==> src/sv/ompc_pkg.sv <==
// Shared types and constants for the optical Morse pulse classifier.
// No dependencies; imported by optical_morse_pulse_classifier_unit.
package ompc_pkg;

	localparam int THR_W     = 12;
	localparam int LEN_W     = 7;
	localparam int CFG_IDX_W = 3;
	localparam int CFG_W     = 16;

	// result kinds (travel on m_tuser)
	localparam logic [1:0] EV_DOT  = 2'd0;
	localparam logic [1:0] EV_DASH = 2'd1;
	localparam logic [1:0] EV_GAP  = 2'd2;
	localparam logic [1:0] EV_END  = 2'd3;

	// message end status
	localparam logic [1:0] ST_OK     = 2'd0;
	localparam logic [1:0] ST_DOUBLE = 2'd1;
	localparam logic [1:0] ST_LONG   = 2'd2;

	// register indexes
	localparam logic [CFG_IDX_W-1:0] REG_THR_BASE = 3'd0;
	localparam logic [CFG_IDX_W-1:0] REG_DEBOUNCE = 3'd1;
	localparam logic [CFG_IDX_W-1:0] REG_DASH_MIN = 3'd2;
	localparam logic [CFG_IDX_W-1:0] REG_LTR_GAP  = 3'd3;
	localparam logic [CFG_IDX_W-1:0] REG_MSG_TMO  = 3'd4;
	localparam logic [CFG_IDX_W-1:0] REG_ADAPT    = 3'd5;

	// register reset values
	localparam logic [THR_W-1:0] RST_THR_BASE = 12'd500;
	localparam logic [CFG_W-1:0] RST_DEBOUNCE = 16'd50;
	localparam logic [CFG_W-1:0] RST_DASH_MIN = 16'd175;
	localparam logic [CFG_W-1:0] RST_LTR_GAP  = 16'd500;
	localparam logic [CFG_W-1:0] RST_MSG_TMO  = 16'd3000;
	localparam logic [CFG_W-1:0] RST_ADAPT    = 16'd5000;

	// fixed limits
	localparam int PRIME_FLOOR = 100;
	localparam int THR_MIN     = 50;
	localparam int THR_MAX     = 3000;
	localparam int THR_SAT     = 4095;
	localparam int RATE_MS     = 5;
	localparam int COUNT_MAX   = 127;

	typedef logic [1:0] ev_kind_t;
	typedef logic [1:0] msg_status_t;

endpackage

==> src/sv/optical_morse_pulse_classifier_unit.sv <==
// Optical Morse pulse classifier top level: three-sample averaging, adaptive
// threshold, debounced dot/dash/gap detection and message end reporting.
// Depends on ompc_pkg.
//
// Results: a request passes the input register, the averaging stage and the
// event stage, and any result it yields is written into the result register.
// Throughput: one request per cycle; the whole pipe holds only while a result
// waits and m_tready is low.
// Reset (arst_n low, asynchronous): registers take their default values,
// the block returns to the unprimed state and the pipe empties.
module optical_morse_pulse_classifier_unit
	import ompc_pkg::*;
#(
	parameter int SAMPLE_BITS = 12,
	parameter int MAX_SYMBOLS = 50,
	localparam int IN_W       = 32 + 3 * SAMPLE_BITS,
	localparam int IN_BYTES   = (IN_W + 7) / 8
) (
	input  logic                    clk,
	input  logic                    arst_n,
	// configuration write port
	input  logic                    cfg_we,
	input  logic [CFG_IDX_W-1:0]    cfg_index,
	input  logic [CFG_W-1:0]        cfg_data,
	// input stream
	input  logic                    s_tvalid,
	output logic                    s_tready,
	input  logic [8*IN_BYTES-1:0]   s_tdata,  // now_ms, sample_a, sample_b, sample_c, zero pad
	// result stream
	output logic                    m_tvalid,
	input  logic                    m_tready,
	output logic [1:0]              m_tuser,  // event_kind
	output logic [23:0]             m_tdata   // message_status, symbol_count, threshold_now, pad
);

	localparam int AVG_W    = SAMPLE_BITS;
	localparam int SUM_W    = SAMPLE_BITS + 2;
	localparam int DIV3_SH  = SUM_W + 1;
	localparam int DIV3_MUL = ((1 << DIV3_SH) + 2) / 3;
	localparam int P3_W     = SUM_W + DIV3_SH;
	localparam int Y_W      = ((THR_W + 2) > AVG_W ? (THR_W + 2) : AVG_W) + 1;
	localparam int DIV5_SH  = Y_W + 2;
	localparam int DIV5_MUL = ((1 << DIV5_SH) + 4) / 5;
	localparam int P5_W     = Y_W + DIV5_SH;

	// configuration registers
	logic [THR_W-1:0] thr_base_q;
	logic [CFG_W-1:0] debounce_q, dash_min_q, ltr_gap_q, msg_tmo_q, adapt_q;

	always_ff @(posedge clk or negedge arst_n) begin
		if (!arst_n) begin
			thr_base_q <= RST_THR_BASE;
			debounce_q <= RST_DEBOUNCE;
			dash_min_q <= RST_DASH_MIN;
			ltr_gap_q  <= RST_LTR_GAP;
			msg_tmo_q  <= RST_MSG_TMO;
			adapt_q    <= RST_ADAPT;
		end else if (cfg_we) begin
			unique case (cfg_index)
				REG_THR_BASE: thr_base_q <= cfg_data[THR_W-1:0];
				REG_DEBOUNCE: debounce_q <= cfg_data;
				REG_DASH_MIN: dash_min_q <= cfg_data;
				REG_LTR_GAP:  ltr_gap_q  <= cfg_data;
				REG_MSG_TMO:  msg_tmo_q  <= cfg_data;
				REG_ADAPT:    adapt_q    <= cfg_data;
				default: ;
			endcase
		end
	end

	// the pipe moves whenever the result register is free or being drained
	logic adv;
	assign adv      = !m_tvalid || m_tready;
	assign s_tready = adv;

	// stage 1: input register
	logic             v_s1;
	logic [31:0]      now_s1;
	logic [AVG_W-1:0] a_s1, b_s1, c_s1;

	always_ff @(posedge clk or negedge arst_n) begin
		if (!arst_n) v_s1 <= 1'b0;
		else if (adv) v_s1 <= s_tvalid;
	end

	always_ff @(posedge clk) begin
		if (adv && s_tvalid) begin
			now_s1 <= s_tdata[31:0];
			a_s1   <= s_tdata[32 +: AVG_W];
			b_s1   <= s_tdata[32 + AVG_W +: AVG_W];
			c_s1   <= s_tdata[32 + 2 * AVG_W +: AVG_W];
		end
	end

	// stage 2: average by reciprocal multiply
	logic [SUM_W-1:0] sum3;
	logic [P3_W-1:0]  prod3;
	logic             v_s2;
	logic [31:0]      now_s2;
	logic [AVG_W-1:0] avg_s2;

	assign sum3  = SUM_W'(a_s1) + SUM_W'(b_s1) + SUM_W'(c_s1);
	assign prod3 = P3_W'(sum3) * P3_W'(DIV3_MUL);

	always_ff @(posedge clk or negedge arst_n) begin
		if (!arst_n) v_s2 <= 1'b0;
		else if (adv) v_s2 <= v_s1;
	end

	always_ff @(posedge clk) begin
		if (adv && v_s1) begin
			now_s2 <= now_s1;
			avg_s2 <= AVG_W'(prod3 >> DIV3_SH);
		end
	end

	// classifier state
	logic             primed_q, light_q, in_msg_q, prev_gap_q, dbl_gap_q;
	logic [THR_W-1:0] thr_q;
	logic [31:0]      last_sample_q, last_adapt_q, last_change_q;
	logic [LEN_W-1:0] len_q;

	// event logic
	logic [Y_W-1:0]   avg_y, y5, q5, thr_adapt_y;
	logic [P5_W-1:0]  prod5;
	logic [THR_W-1:0] prime_thr, thr_new;
	logic [31:0]      d_sample, d_adapt, dur;
	logic             rate_ok, adapt, cur, change, deb_ok;
	logic             ev_pulse, ev_gap, ev_end, emit;
	logic [LEN_W-1:0] len_inc;
	ev_kind_t         kind_n;
	msg_status_t      status_n;
	logic [LEN_W-1:0] count_n;

	assign avg_y = Y_W'(avg_s2);
	assign y5    = Y_W'({thr_q, 2'b00}) + avg_y;
	assign prod5 = P5_W'(y5) * P5_W'(DIV5_MUL);
	assign q5    = Y_W'(prod5 >> DIV5_SH);

	always_comb begin
		if (q5 < Y_W'(THR_MIN))      thr_adapt_y = Y_W'(THR_MIN);
		else if (q5 > Y_W'(THR_MAX)) thr_adapt_y = Y_W'(THR_MAX);
		else                         thr_adapt_y = q5;
	end

	always_comb begin
		if (avg_y < Y_W'(PRIME_FLOOR))   prime_thr = thr_base_q;
		else if (avg_y > Y_W'(THR_SAT))  prime_thr = THR_W'(THR_SAT);
		else                             prime_thr = THR_W'(avg_y);
	end

	assign d_sample = now_s2 - last_sample_q;
	assign d_adapt  = now_s2 - last_adapt_q;
	assign dur      = now_s2 - last_change_q;
	assign rate_ok  = d_sample >= 32'(RATE_MS);
	assign adapt    = d_adapt > 32'(adapt_q);
	assign thr_new  = adapt ? THR_W'(thr_adapt_y) : thr_q;
	assign cur      = avg_y > Y_W'(thr_new);
	assign change   = cur != light_q;
	assign deb_ok   = dur >= 32'(debounce_q);
	assign len_inc  = (len_q < LEN_W'(COUNT_MAX)) ? len_q + LEN_W'(1) : len_q;

	// an accepted, primed request that meets the sample rate reaches the detector
	logic live;
	assign live     = v_s2 && primed_q && rate_ok;
	assign ev_pulse = live && change && deb_ok && light_q;
	assign ev_gap   = live && change && deb_ok && !light_q && in_msg_q
		&& (dur >= 32'(ltr_gap_q));
	// a debounced transition moves the change time to now, event or not, so the
	// timeout can only fire when the light level holds
	assign ev_end   = live && !change && in_msg_q && (dur > 32'(msg_tmo_q));
	assign emit     = ev_pulse || ev_gap || ev_end;

	always_comb begin
		kind_n   = EV_END;
		status_n = ST_OK;
		count_n  = len_q;
		if (ev_pulse) begin
			kind_n  = (dur >= 32'(dash_min_q)) ? EV_DASH : EV_DOT;
			count_n = len_inc;
		end else if (ev_gap) begin
			kind_n  = EV_GAP;
			count_n = len_inc;
		end else if (dbl_gap_q) begin
			status_n = ST_DOUBLE;
		end else if (len_q > LEN_W'(MAX_SYMBOLS)) begin
			status_n = ST_LONG;
		end
	end

	logic step;
	assign step = adv && v_s2;

	always_ff @(posedge clk or negedge arst_n) begin
		if (!arst_n) begin
			primed_q      <= 1'b0;
			thr_q         <= '0;
			last_sample_q <= '0;
			last_adapt_q  <= '0;
			last_change_q <= '0;
			light_q       <= 1'b0;
			in_msg_q      <= 1'b0;
			len_q         <= '0;
			prev_gap_q    <= 1'b0;
			dbl_gap_q     <= 1'b0;
		end else if (step) begin
			if (!primed_q) begin
				primed_q      <= 1'b1;
				thr_q         <= prime_thr;
				last_change_q <= now_s2;
			end else if (rate_ok) begin
				last_sample_q <= now_s2;
				thr_q         <= thr_new;
				if (adapt) last_adapt_q <= now_s2;
				if (change && deb_ok) begin
					last_change_q <= now_s2;
					light_q       <= cur;
				end
				if (ev_pulse) begin
					len_q      <= len_inc;
					prev_gap_q <= 1'b0;
					in_msg_q   <= 1'b1;
				end else if (ev_gap) begin
					len_q      <= len_inc;
					prev_gap_q <= 1'b1;
					dbl_gap_q  <= dbl_gap_q || prev_gap_q;
				end else if (ev_end) begin
					in_msg_q   <= 1'b0;
					len_q      <= '0;
					prev_gap_q <= 1'b0;
					dbl_gap_q  <= 1'b0;
				end
			end
		end
	end

	// result register
	ev_kind_t         kind_q;
	msg_status_t      status_q;
	logic [LEN_W-1:0] count_q;
	logic [THR_W-1:0] thr_out_q;
	logic             out_v_q;

	always_ff @(posedge clk or negedge arst_n) begin
		if (!arst_n) out_v_q <= 1'b0;
		else if (adv) out_v_q <= step && emit;
	end

	always_ff @(posedge clk) begin
		if (step && emit) begin
			kind_q    <= kind_n;
			status_q  <= status_n;
			count_q   <= count_n;
			thr_out_q <= thr_new;
		end
	end

	assign m_tvalid = out_v_q;
	assign m_tuser  = kind_q;
	assign m_tdata  = {3'b000, thr_out_q, count_q, status_q};

	// nothing leaves the priming request
	a_prime_silent: assert property (@(posedge clk) disable iff (!arst_n)
		step && !primed_q |=> !m_tvalid)
		else $error("priming request produced a result");

	// adapted threshold stays inside its clamp window
	a_thr_clamp: assert property (@(posedge clk) disable iff (!arst_n)
		step && primed_q && rate_ok && adapt
		|=> thr_q >= THR_W'(THR_MIN) && thr_q <= THR_W'(THR_MAX))
		else $error("adapted threshold out of range");

	// only a message end carries a status
	a_status_end: assert property (@(posedge clk) disable iff (!arst_n)
		m_tvalid && m_tuser != EV_END |-> m_tdata[1:0] == ST_OK)
		else $error("status set on a symbol result");

	// a message end clears the message state
	a_end_clears: assert property (@(posedge clk) disable iff (!arst_n)
		step && ev_end |=> !in_msg_q && len_q == '0 && !prev_gap_q && !dbl_gap_q)
		else $error("message state kept after message end");

endmodule
==> config.mk <==
export PLATFORM = sky130hd
export DESIGN_NAME = optical_morse_pulse_classifier_unit
export DESIGN_NICKNAME = d
export VERILOG_FILES = /design/src/sv/ompc_pkg.sv /design/src/sv/optical_morse_pulse_classifier_unit.sv
export SDC_FILE = /design/constraint.sdc
export NUM_CORES = 1
export LEC_CHECK = 0
export BUFFER_PORTS_ARGS = -buffer_cell sky130_fd_sc_hd__buf_4
export CAP_MARGIN = 20
export CELL_PAD_IN_SITES_DETAIL_PLACEMENT = 0
export CELL_PAD_IN_SITES_GLOBAL_PLACEMENT = 1
export CORE_ASPECT_RATIO = 0.5
export CORE_UTILIZATION = 45
export CTS_CLUSTER_SIZE = 14
export DETAILED_ROUTE_END_ITERATION = 8
export PLACE_DENSITY = 0.85
export SYNTH_ARGS = -nofsm -noshare
export SYNTH_HDL_FRONTEND = slang
export SYNTH_SLANG_ARGS = --single-unit
==> constraint.sdc <==
create_clock -name clk -period 30.5 [get_ports clk]
set_input_delay 1.525 -clock clk [delete_from_list [all_inputs] [get_ports clk]]
set_output_delay 1.525 -clock clk [all_outputs]
set_load 0.1 [all_outputs]
==> out/results.ini, run 1 <==
[synthesis]
synth_seq_area_share_pct = 31.5
ys.flop_type = sky130_fd_sc_hd__dfrtp_1
synth_largest_type_area_fraction_pct = 17.3
synthDominantAreaCellType = sky130_fd_sc_hd__ha_1
ys_types = 92
synth_area_leaders = sky130_fd_sc_hd__ha_1 (17%), sky130_fd_sc_hd__dfrtp_1 (15%), sky130_fd_sc_hd__edfxtp_1 (13%)
area_of_the_mapped_netlist_um2 = 30100
register_bit_total_from_synthesis = 350
post_synth.cell_area_avg_um2 = 9.89
postSynth.asyncResetShare_pct = 61.4
synth.yosys.warnings = 0
edff_count_synth = 135
cells_after_synth = 3040

[floorplanning]
ioPinCount = 124
die-area_um2 = 67900
design.core.area_um2 = 65500
initial_core_util_pct = 45.9
die_wd_um = 368
row_count = 66
die_y_um = 185

[timing]
timing.fmax_mhz = 73.5
final_hold_viol_count = 0
worst_slew_pin_slew_ns = 0.993
period_share_pct = 44.6
timing.final.max_slew_violations = 0
grt_setup_unrepaired = no
maxSlewHeadroom_pct = 33.0
final_setup_violating_endpoints = 0
final.min_clock_period_ns = 13.61
final.setup_skew_ns = 0.0200
totalNegativeSetupSlack_ns = 0

[drt]
detail_route.wirelength_um = 71500
initialDrtViolationCount = 1179
detailroute.via_count = 22300
ant_nets = 0
drc_errors = 0
via_per_inst = 5.51
dr_pass1_iterations = 7
drt-wirelength-per-cell_um = 17.7

[setup_path]
worstPathArrival_ns = 13.78
worst-r2r-setup-slack_ns = 16.89
critical_path.reg2reg.startpoint = avg_s2[2]$_DFFE_PP_
timing.critical_path.depth = 46
timing.critical_path.to = thr_out_q[5]$_DFFE_PP_
crit_slowest_cell = sky130_fd_sc_hd__o311ai_0
worst-r2r-cell-count = 46
crit_top_cell = sky130_fd_sc_hd__fa_1
cp_num_buf_inv = 5
largest_stage_delay_on_the_critical_path_ns = 0.90
worst-path-max-fanout = 23
critPathTopFamily = compound AO/OA/AOI/OAI gates
crit_path_end_kind = flop
worstSetupPathType = flop to flop
timing.critical_path.from = avg_s2[2]$_DFFE_PP_
required_ns = 30.67
timing.critical_path.from_type = flop
crit-reg2reg-capture = thr_out_q[5]$_DFFE_PP_

[status]
status = complete, no violations

[cts]
cts.hold.buffers_added = 0
postCtsResizedCells = 0
clock_tree_from_tritoncts = done
cts.sink_count = 350
postCtsSetupBuffers = 0
clock_path_buffers = 3
insertion_delay_ns = 0.56
cts-htree-levels = 2
tritoncts.num_buffers = 39
cts_root_buffer = sky130_fd_sc_hd__clkbuf_16
clkTransAtPathRegs_ns = 0.06

[layout]
post_route_cells_drive_above_1_share_pct = 12.4
filler_cell_count = 5853
layout-area-overhead-vs-synth_pct = 10.5
final_nets = 3790

[place]
gpl.final_weighted_congestion = 0.962
detailed_place_hpwl_um = 56700
buffer_ports.inserted = 116

[global_routing]
first_pass_grt_wire_length_um = 116000
top_usage_layer = met2
grt-ovfl-total = 0
globalRouteMet2Util_pct = 34.5
global_route.usage.met3_pct = 2.23
grtUsageTotal_pct = 21.2
global_route.usage.met1_pct = 30.3
grt_pass1_vias = 22000
grt_start_max_net_pins = 76
grt_antenna_before_repair = 3

[worst_hold_path]
hp-class = flop to flop
min_delay_path_depth = 0

[flow_run]
timing.max_cap.violations = 0

## cell type report
cell class | instances | area (um^2) | share of cell area (%)
well taps | 884 | 1110 | 3.33
clock buffers | 52 | 1120 | 3.36
inverters | 448 | 1680 | 5.06
diodes | 3 | 7.51 | 0.0226
clock inverters | 19 | 272 | 0.817
repair buffers | 134 | 1020 | 3.07
multi-input cells | 2158 | 18500 | 55.8
flip-flops and latches | 350 | 9480 | 28.5
## worst register-to-register path: cells and delay by family, from the launching register on
family                   cells  cell delay (ns)
XOR/XNOR                     1             0.44
flip-flops                   1             0.46
adder cells (fa/ha/maj)     10             4.15
AO/OA/AOI/OAI               19             5.10
buffers and inverters        5             1.00
AND/OR/NAND/NOR             10             1.96
multiplexers                 1             0.10
## state kept, by name (all words and copies together) (netlist names), 7 cells and up
| signal | count |
|---|---|
| last_sample_q | 32 |
| a_s1 | 12 |
| thr_q | 12 |
| count_q | 7 |
| now_s1 | 32 |
| last_change_q | 32 |
| adapt_q | 16 |
| ltr_gap_q | 16 |
| debounce_q | 16 |
| dash_min_q | 16 |
| msg_tmo_q | 16 |
| len_q | 7 |
| b_s1 | 12 |
| last_adapt_q | 32 |
| avg_s2 | 12 |
| now_s2 | 32 |
| thr_base_q | 12 |
| thr_out_q | 12 |
| c_s1 | 12 |
## cells by family after synthesis
family / after synthesis / synth area share [%]
flops: 350 / 31.5
simple gates: 652 / 10.9
other cells: 1 / 0.0125
xor+xnor: 100 / 2.91
buf+inv: 534 / 6.90
mux: 144 / 5.32
compound gates: 696 / 15.3
fa+ha+maj: 563 / 27.1
## worst min path at each step
stage / startpoint / end / slack (ns)
after floorplan: now_s1[0]$_DFFE_PP_ / now_s2[0]$_DFFE_PP_ / 0.40
after global placement: now_s1[27]$_DFFE_PP_ / now_s2[27]$_DFFE_PP_ / 0.40
after detailed placement: now_s1[22]$_DFFE_PP_ / now_s2[22]$_DFFE_PP_ / 0.40
after CTS: now_s1[25]$_DFFE_PP_ / now_s2[25]$_DFFE_PP_ / 0.41
after global routing: now_s1[25]$_DFFE_PP_ / now_s2[25]$_DFFE_PP_ / 0.42
final: now_s1[25]$_DFFE_PP_ / now_s2[25]$_DFFE_PP_ / 0.41
## through the flow
stage | std cells | setup WS, ns | hold WS (ns) | util (%) | instance area, um^2
6_report | 4048 | 16.89 | 0.414 | 50.7 | 33200
5_1_grt | 4048 | 15.85 | 0.421 | 50.7 | 33200
4_1_cts | 4044 | 16.92 | 0.412 | 50.7 | 33200
3_5_place_dp | 3973 | 16.98 | 0.405 | 48.6 | 31800
3_3_place_gp | 3973 | 17.11 | 0.400 | 48.6 | 31800
2_1_floorplan | 3042 | 18.82 | 0.400 | - | 30100
## layout by cell type, fill, tap and decap left out, types with 27 or more instances in the layout
cell type                   Yosys  layout
sky130_fd_sc_hd__nor3_1        56      55
sky130_fd_sc_hd__clkbuf_16      0      41
sky130_fd_sc_hd__nand3_1       63      63
sky130_fd_sc_hd__mux2_2       126     126
sky130_fd_sc_hd__edfxtp_1     135     135
sky130_fd_sc_hd__xnor2_1       69      69
sky130_fd_sc_hd__fa_1         148     148
sky130_fd_sc_hd__dfrtp_1      182     182
sky130_fd_sc_hd__dfstp_2       33      33
sky130_fd_sc_hd__buf_4          6     132
sky130_fd_sc_hd__o21bai_1      28      28
sky130_fd_sc_hd__nor2_1       117     116
sky130_fd_sc_hd__nand2_1      185     185
sky130_fd_sc_hd__a21oi_1      165     165
sky130_fd_sc_hd__a211oi_1      27      27
sky130_fd_sc_hd__nand4_1       39      39
sky130_fd_sc_hd__ha_1         415     415
sky130_fd_sc_hd__o21ai_0      185     185
sky130_fd_sc_hd__a21o_1        68      68
sky130_fd_sc_hd__inv_1        448     448
sky130_fd_sc_hd__xor2_1        31      31
sky130_fd_sc_hd__and3_1        28      28
## cells in the mapped netlist, types with 12 or more instances
| cell | n |
|---|---|
| sky130_fd_sc_hd__and2_1 | 21 |
| sky130_fd_sc_hd__a211oi_1 | 27 |
| sky130_fd_sc_hd__o21bai_1 | 28 |
| sky130_fd_sc_hd__nor2b_1 | 24 |
| sky130_fd_sc_hd__or3_1 | 17 |
| sky130_fd_sc_hd__o211ai_1 | 19 |
| sky130_fd_sc_hd__a21oi_1 | 165 |
| sky130_fd_sc_hd__and3_1 | 28 |
| sky130_fd_sc_hd__clkbuf_1 | 70 |
| sky130_fd_sc_hd__mux2_2 | 126 |
| sky130_fd_sc_hd__nand3_1 | 63 |
| sky130_fd_sc_hd__a2111oi_0 | 12 |
| sky130_fd_sc_hd__ha_1 | 415 |
| sky130_fd_sc_hd__a21o_1 | 68 |
| sky130_fd_sc_hd__inv_1 | 448 |
| sky130_fd_sc_hd__dfstp_2 | 33 |
| sky130_fd_sc_hd__o21a_1 | 26 |
| sky130_fd_sc_hd__nand4_1 | 39 |
| sky130_fd_sc_hd__xor2_1 | 31 |
| sky130_fd_sc_hd__nor2_1 | 117 |
| sky130_fd_sc_hd__nor4_1 | 17 |
| sky130_fd_sc_hd__edfxtp_1 | 135 |
| sky130_fd_sc_hd__mux2i_1 | 18 |
| sky130_fd_sc_hd__fa_1 | 148 |
| sky130_fd_sc_hd__xnor2_1 | 69 |
| sky130_fd_sc_hd__nor3_1 | 56 |
| sky130_fd_sc_hd__dfrtp_1 | 182 |
| sky130_fd_sc_hd__nand2_1 | 185 |
| sky130_fd_sc_hd__a31oi_1 | 20 |
| sky130_fd_sc_hd__o21ai_0 | 185 |
| sky130_fd_sc_hd__nand2b_1 | 26 |
## routing by layer
layer  up-vias  part of all wire, %
met5         -                    0
met4         0                  2.2
met3        91                  3.7
met2       426                   45
met1     10800                   49
li1      11000                    -
Power of run 1 is left out: the tool's default activity adds up to more than one toggle a clock period on the data nets, which glitch-free logic cannot reach.
==> run 2, diff against run 1 <==
clock period = 14.25 ns   (was 30.5 ns; I/O delays follow)
==> run 2 against run 1 <==
Global-route usage up 0.082 points. Critical path depth unchanged. Sequential share of layout area up 0.15 points. Critical path type unchanged.
==> out/results.ini, run 2 (synthesis gave the netlist of run 1 again) <==
[floorplanning]
initial_core_util_pct = 45.9
die_wd_um = 368
design.core.area_um2 = 65500
ioPinCount = 124
row_count = 66
die-area_um2 = 67900
die_y_um = 185

[setup_path]
largest_stage_delay_on_the_critical_path_ns = 0.85
crit_path_end_kind = flop
crit_top_cell = sky130_fd_sc_hd__fa_1
worstPathArrival_ns = 13.51
crit_slowest_cell = sky130_fd_sc_hd__o311ai_0
timing.critical_path.from_type = flop
worst-path-max-fanout = 15
worstSetupPathType = flop to flop
required_ns = 14.55

[cts]
cts.sink_count = 350
clock_path_buffers = 3
cts_root_buffer = sky130_fd_sc_hd__clkbuf_16
postCtsSetupBuffers = 0
postCtsResizedCells = 0
tritoncts.num_buffers = 38
insertion_delay_ns = 0.56
clkTransAtPathRegs_ns = 0.06
cts.hold.buffers_added = 0
cts-htree-levels = 2
clock_tree_from_tritoncts = done

[layout]
post_route_cells_drive_above_1_share_pct = 12.5
most-common-layout-cells = sky130_fd_sc_hd__inv_1 (448), sky130_fd_sc_hd__ha_1 (415), sky130_fd_sc_hd__nand2_1 (185), sky130_fd_sc_hd__o21ai_0 (185), sky130_fd_sc_hd__dfrtp_1 (182)
layout-area-overhead-vs-synth_pct = 9.95
fin_util_pct = 50.5
instances_no_fill = 4047
mostFrequentLayoutCell = sky130_fd_sc_hd__inv_1
final_nets = 3790

[flow_run]
timing.max_cap.violations = 0

[drt]
initialDrtViolationCount = 1452
ant_nets = 0
detail_route.wirelength_um = 71700
drt-wirelength-per-cell_um = 17.7
dr_pass1_iterations = 5
detailroute.via_count = 22300
drc_errors = 0
via_per_inst = 5.52

[place]
detailed_place_hpwl_um = 56800
place.detailed.instances = 3973
buffer_ports.inserted = 116
gpl.final_weighted_congestion = 0.928

[status]
status = complete, no violations

[global_routing]
top_usage_layer = met2
grt_pass1_vias = 22100
grtUsageTotal_pct = 21.3
grt_start_max_net_pins = 90
globalRouteMet2Util_pct = 34.4
grt-ovfl-total = 0
global_route.usage.met3_pct = 2.22
grt_antenna_before_repair = 2
first_pass_grt_wire_length_um = 117000
global_route.usage.met1_pct = 30.9

[timing]
final.min_clock_period_ns = 13.21
timing.fmax_mhz = 75.7
timing.final.max_slew_violations = 0
grt_setup_unrepaired = no
worst_slew_pin_slew_ns = 1.02
final_hold_viol_count = 0
period_share_pct = 92.7
totalNegativeSetupSlack_ns = 0
final_setup_violating_endpoints = 0
final.setup_skew_ns = 0.0234
maxSlewHeadroom_pct = 32.0

[worst_hold_path]
hp-class = primary input to asynchronous set/reset pin

## run 2: changes by cell type in the layout (fill, tap and decap cells not counted)
cell                         delta
sky130_fd_sc_hd__clkinv_2       +9
sky130_fd_sc_hd__bufinv_16      -5
sky130_fd_sc_hd__clkinv_1       -4
sky130_fd_sc_hd__clkbuf_16      -2
sky130_fd_sc_hd__buf_4          +1
sky130_fd_sc_hd__clkbuf_1       +1
sky130_fd_sc_hd__clkbuf_8       -1
sky130_fd_sc_hd__clkinvlp_4     +1
sky130_fd_sc_hd__inv_6          -1
## run 2: layout make-up
cell class	count	area, um^2
Inverter	448	1680
Antenna cell	3	7.51
Fill cell	5958	32400
Clock inverter	19	150
Tap cell	884	1110
Sequential cell	350	9480
Multi-Input combinational cell	2158	18500
Timing Repair Buffer	135	1030
Clock buffer	50	1060
## run 2: stage by stage
| stage | worst slack, ns | hold WS, ns | cell area, um^2 |
|---|---|---|---|
| global placement | 1.37 | 0.401 | 31800 |
| detailed placement | 1.27 | 0.405 | 31800 |
| CTS | 1.19 | 0.199 | 33000 |
| finish | 1.04 | 0.184 | 33100 |
| floorplan | 2.57 | 0.400 | 30100 |
| global route | 0.0686 | 0.232 | 33100 |
## run 2: metal layers
layer	wire, um	up-vias
li1	-	11000
met1	35200	10900
met2	32600	435
met3	2820	80
met4	1170	0
met5	0	-
## run 2: worst max-delay path, delay by kind of cell, from the launching register on
kind,cells,cell delay (ns)
AND/OR/NAND/NOR,10,2.32
buffers and inverters,4,0.28
adder cells (fa/ha/maj),10,4.14
AO/OA/AOI/OAI,20,4.95
multiplexers,1,0.40
flip-flops,1,0.45
XOR/XNOR,1,0.40
## run 2: worst paths after layout
kind,startpoint,end,slack [ns],cells past startpoint
max,avg_s2[2]$_DFFE_PP_,count_q[1]$_DFFE_PP_,1.04,46
min,arst_n,len_q[3]$_DFFE_PN0P_,0.18,1
max reg2reg,avg_s2[2]$_DFFE_PP_,count_q[1]$_DFFE_PP_,1.04,46
min reg2reg,now_s1[25]$_DFFE_PP_,now_s2[25]$_DFFE_PP_,0.41,0
max in group asynchronous,arst_n,last_sample_q[11]$_DFFE_PN0P_,12.72,2
min in group clk,s_tdata[29],now_s1[29]$_DFFE_PP_,0.33,1
Power of run 2 is left out for the same reason.
==> run 3, diff against run 2 <==
CTS_BUF_LIST = sky130_fd_sc_hd__clkbuf_16   (was default)
GPL_TIMING_DRIVEN = 0   (was default)
==> run 3 against run 2 <==
Design area up 1.1%. Clock-buffer cell count is 10 lower. First-iteration DRC count down 4.1%. Critical path depth is the same. Worst hold slack better by 0.025 ns. Core utilization up 0.56 points. Via count rose by 2.0%. Die area unchanged. Critical path type unchanged.
==> out/results.ini, run 3 (synthesis gave the netlist of run 1 again) <==
[floorplanning]
design.core.area_um2 = 65500
die_wd_um = 368
die-area_um2 = 67900
die_y_um = 185
row_count = 66
ioPinCount = 124
initial_core_util_pct = 45.9

[setup_path]
crit_slowest_cell = sky130_fd_sc_hd__a311oi_2
cp_num_buf_inv = 5
worst-path-max-fanout = 10
required_ns = 14.66
crit_top_cell = sky130_fd_sc_hd__fa_1
crit_path_end_kind = flop
worstSetupPathType = flop to flop
largest_stage_delay_on_the_critical_path_ns = 0.79
timing.critical_path.from_type = flop
critPathTopFamily = compound AO/OA/AOI/OAI gates
worstPathArrival_ns = 13.69

[cts]
clock_tree_from_tritoncts = done
tritoncts.num_buffers = 38
cts_root_buffer = sky130_fd_sc_hd__clkbuf_16
cts-htree-levels = 2
cts.hold.buffers_added = 0
cts.sink_count = 350
clock_path_buffers = 3
postCtsSetupBuffers = 0
insertion_delay_ns = 0.54
clkTransAtPathRegs_ns = 0.06

[timing]
timing.fmax_mhz = 75.3
totalNegativeSetupSlack_ns = 0
worst_slew_pin_slew_ns = 1.06
grt_setup_unrepaired = no
final_hold_viol_count = 0
final_setup_violating_endpoints = 0
final.setup_skew_ns = 0.0269
maxSlewHeadroom_pct = 29.6
period_share_pct = 93.2
timing.final.max_slew_violations = 0
final.min_clock_period_ns = 13.28

[layout]
layout-area-overhead-vs-synth_pct = 11.2
area_taken_by_flip_flops_and_latches_um2 = 9480
combined_area_of_the_multi_input_logic_cells_um2 = 18500
final_nets = 3864
most-common-layout-cells = sky130_fd_sc_hd__inv_1 (456), sky130_fd_sc_hd__ha_1 (415), sky130_fd_sc_hd__nand2_1 (185), sky130_fd_sc_hd__o21ai_0 (185), sky130_fd_sc_hd__dfrtp_1 (182)
mostFrequentLayoutCell = sky130_fd_sc_hd__inv_1
post_route_cells_drive_above_1_share_pct = 12.1
post-route-cell-area_um2 = 33400
filler_cell_count = 5985

[place]
gpl.final_weighted_congestion = 0.941
placed_area_um2 = 32100
detailed_place_hpwl_um = 59500
buffer_ports.inserted = 116

[drt]
drt-wirelength-per-cell_um = 18.0
detail_route.wirelength.met1_um = 35800
drc_errors = 0
ant_nets = 0
via_per_inst = 5.53
dr_pass1_iterations = 6
detail_route.wirelength_um = 74000
met2_wirelength_um = 33700
met3_length_um = 2870
initialDrtViolationCount = 1392
detailroute.via_count = 22800
routed.top_layer = met4

[global_routing]
first_pass_grt_wire_length_um = 120000
grtUsageTotal_pct = 21.9
grt_pass1_vias = 22800
grt_start_max_net_pins = 113
grt_antenna_before_repair = 1
grt-ovfl-total = 0

[flow_run]
timing.max_cap.violations = 0

[status]
status = complete, no violations

[worst_hold_path]
hp-class = primary input to asynchronous set/reset pin

run 3: cell types whose count changed in the layout (fill, tap and decap cells not counted), sizes merged:
cell	previous run	this run
bufinv	2	4
clkinvlp	2	4
clkbuf	50	110
buf	135	139
diode	3	2
clkinv	14	11
inv	449	458
run 3: final cells by class:
type	instances	area share, %
Sequential cell	350	28.4
Inverter	448	5.04
Clock inverter	29	0.737
Antenna cell	2	0.0150
Timing Repair Buffer	123	2.94
Tap cell	884	3.31
Clock buffer	40	2.99
Buffer	86	1.18
Multi-Input combinational cell	2158	55.4
run 3: metrics by stage:
step | setup WS (ns) | utilization (%) | cells | hold slack (ns)
after floorplan | 2.57 | - | 3042 | 0.400
after global placement | 0.636 | 48.9 | 4042 | 0.401
after detailed placement | 0.543 | 49.1 | 4046 | 0.405
after CTS | 0.497 | 51.0 | 4115 | 0.248
after global routing | 0.0115 | 51.0 | 4119 | 0.280
final | 0.969 | 51.0 | 4120 | 0.209
run 3: timing repair:
action | 4_1_cts | 5_1_grt
gates resized for setup | 0 | 2
endpoints found under the setup margin | 0 | 56
hold endpoints to repair | 0 | 0
run 3: final timing paths:
check	cells after the start	to	startpoint	slack [ns]
worst min-delay path	1	len_q[6]$_DFFE_PN0P_	arst_n	0.21
worst max-delay path	46	last_change_q[27]$_DFFE_PN0P_	avg_s2[2]$_DFFE_PP_	0.97
worst min register to register	0	now_s2[14]$_DFFE_PP_	now_s1[14]$_DFFE_PP_	0.41
max in group asynchronous	2	last_sample_q[4]$_DFFE_PN0P_	arst_n	13.01
min in group clk	1	now_s1[11]$_DFFE_PP_	s_tdata[11]	0.35
worst max register to register	46	last_change_q[27]$_DFFE_PN0P_	avg_s2[2]$_DFFE_PP_	0.97
run 3: worst register-to-register path, delay by kind of cell, from the launching register on:
family	cells	cell delay, ns
XOR/XNOR	1	0.47
buffers and inverters	5	0.66
AND/OR/NAND/NOR	9	1.76
multiplexers	1	0.37
flip-flops	1	0.47
adder cells (fa/ha/maj)	10	4.22
AO/OA/AOI/OAI	20	5.24
run 3: routing by layer:
metal,vias up,GRT usage (%)
met4,0,4.97
met2,420,36.3
met5,-,0
met1,11200,31.2
met3,107,1.89
li1,11100,-
Power of run 3 is left out for the same reason.
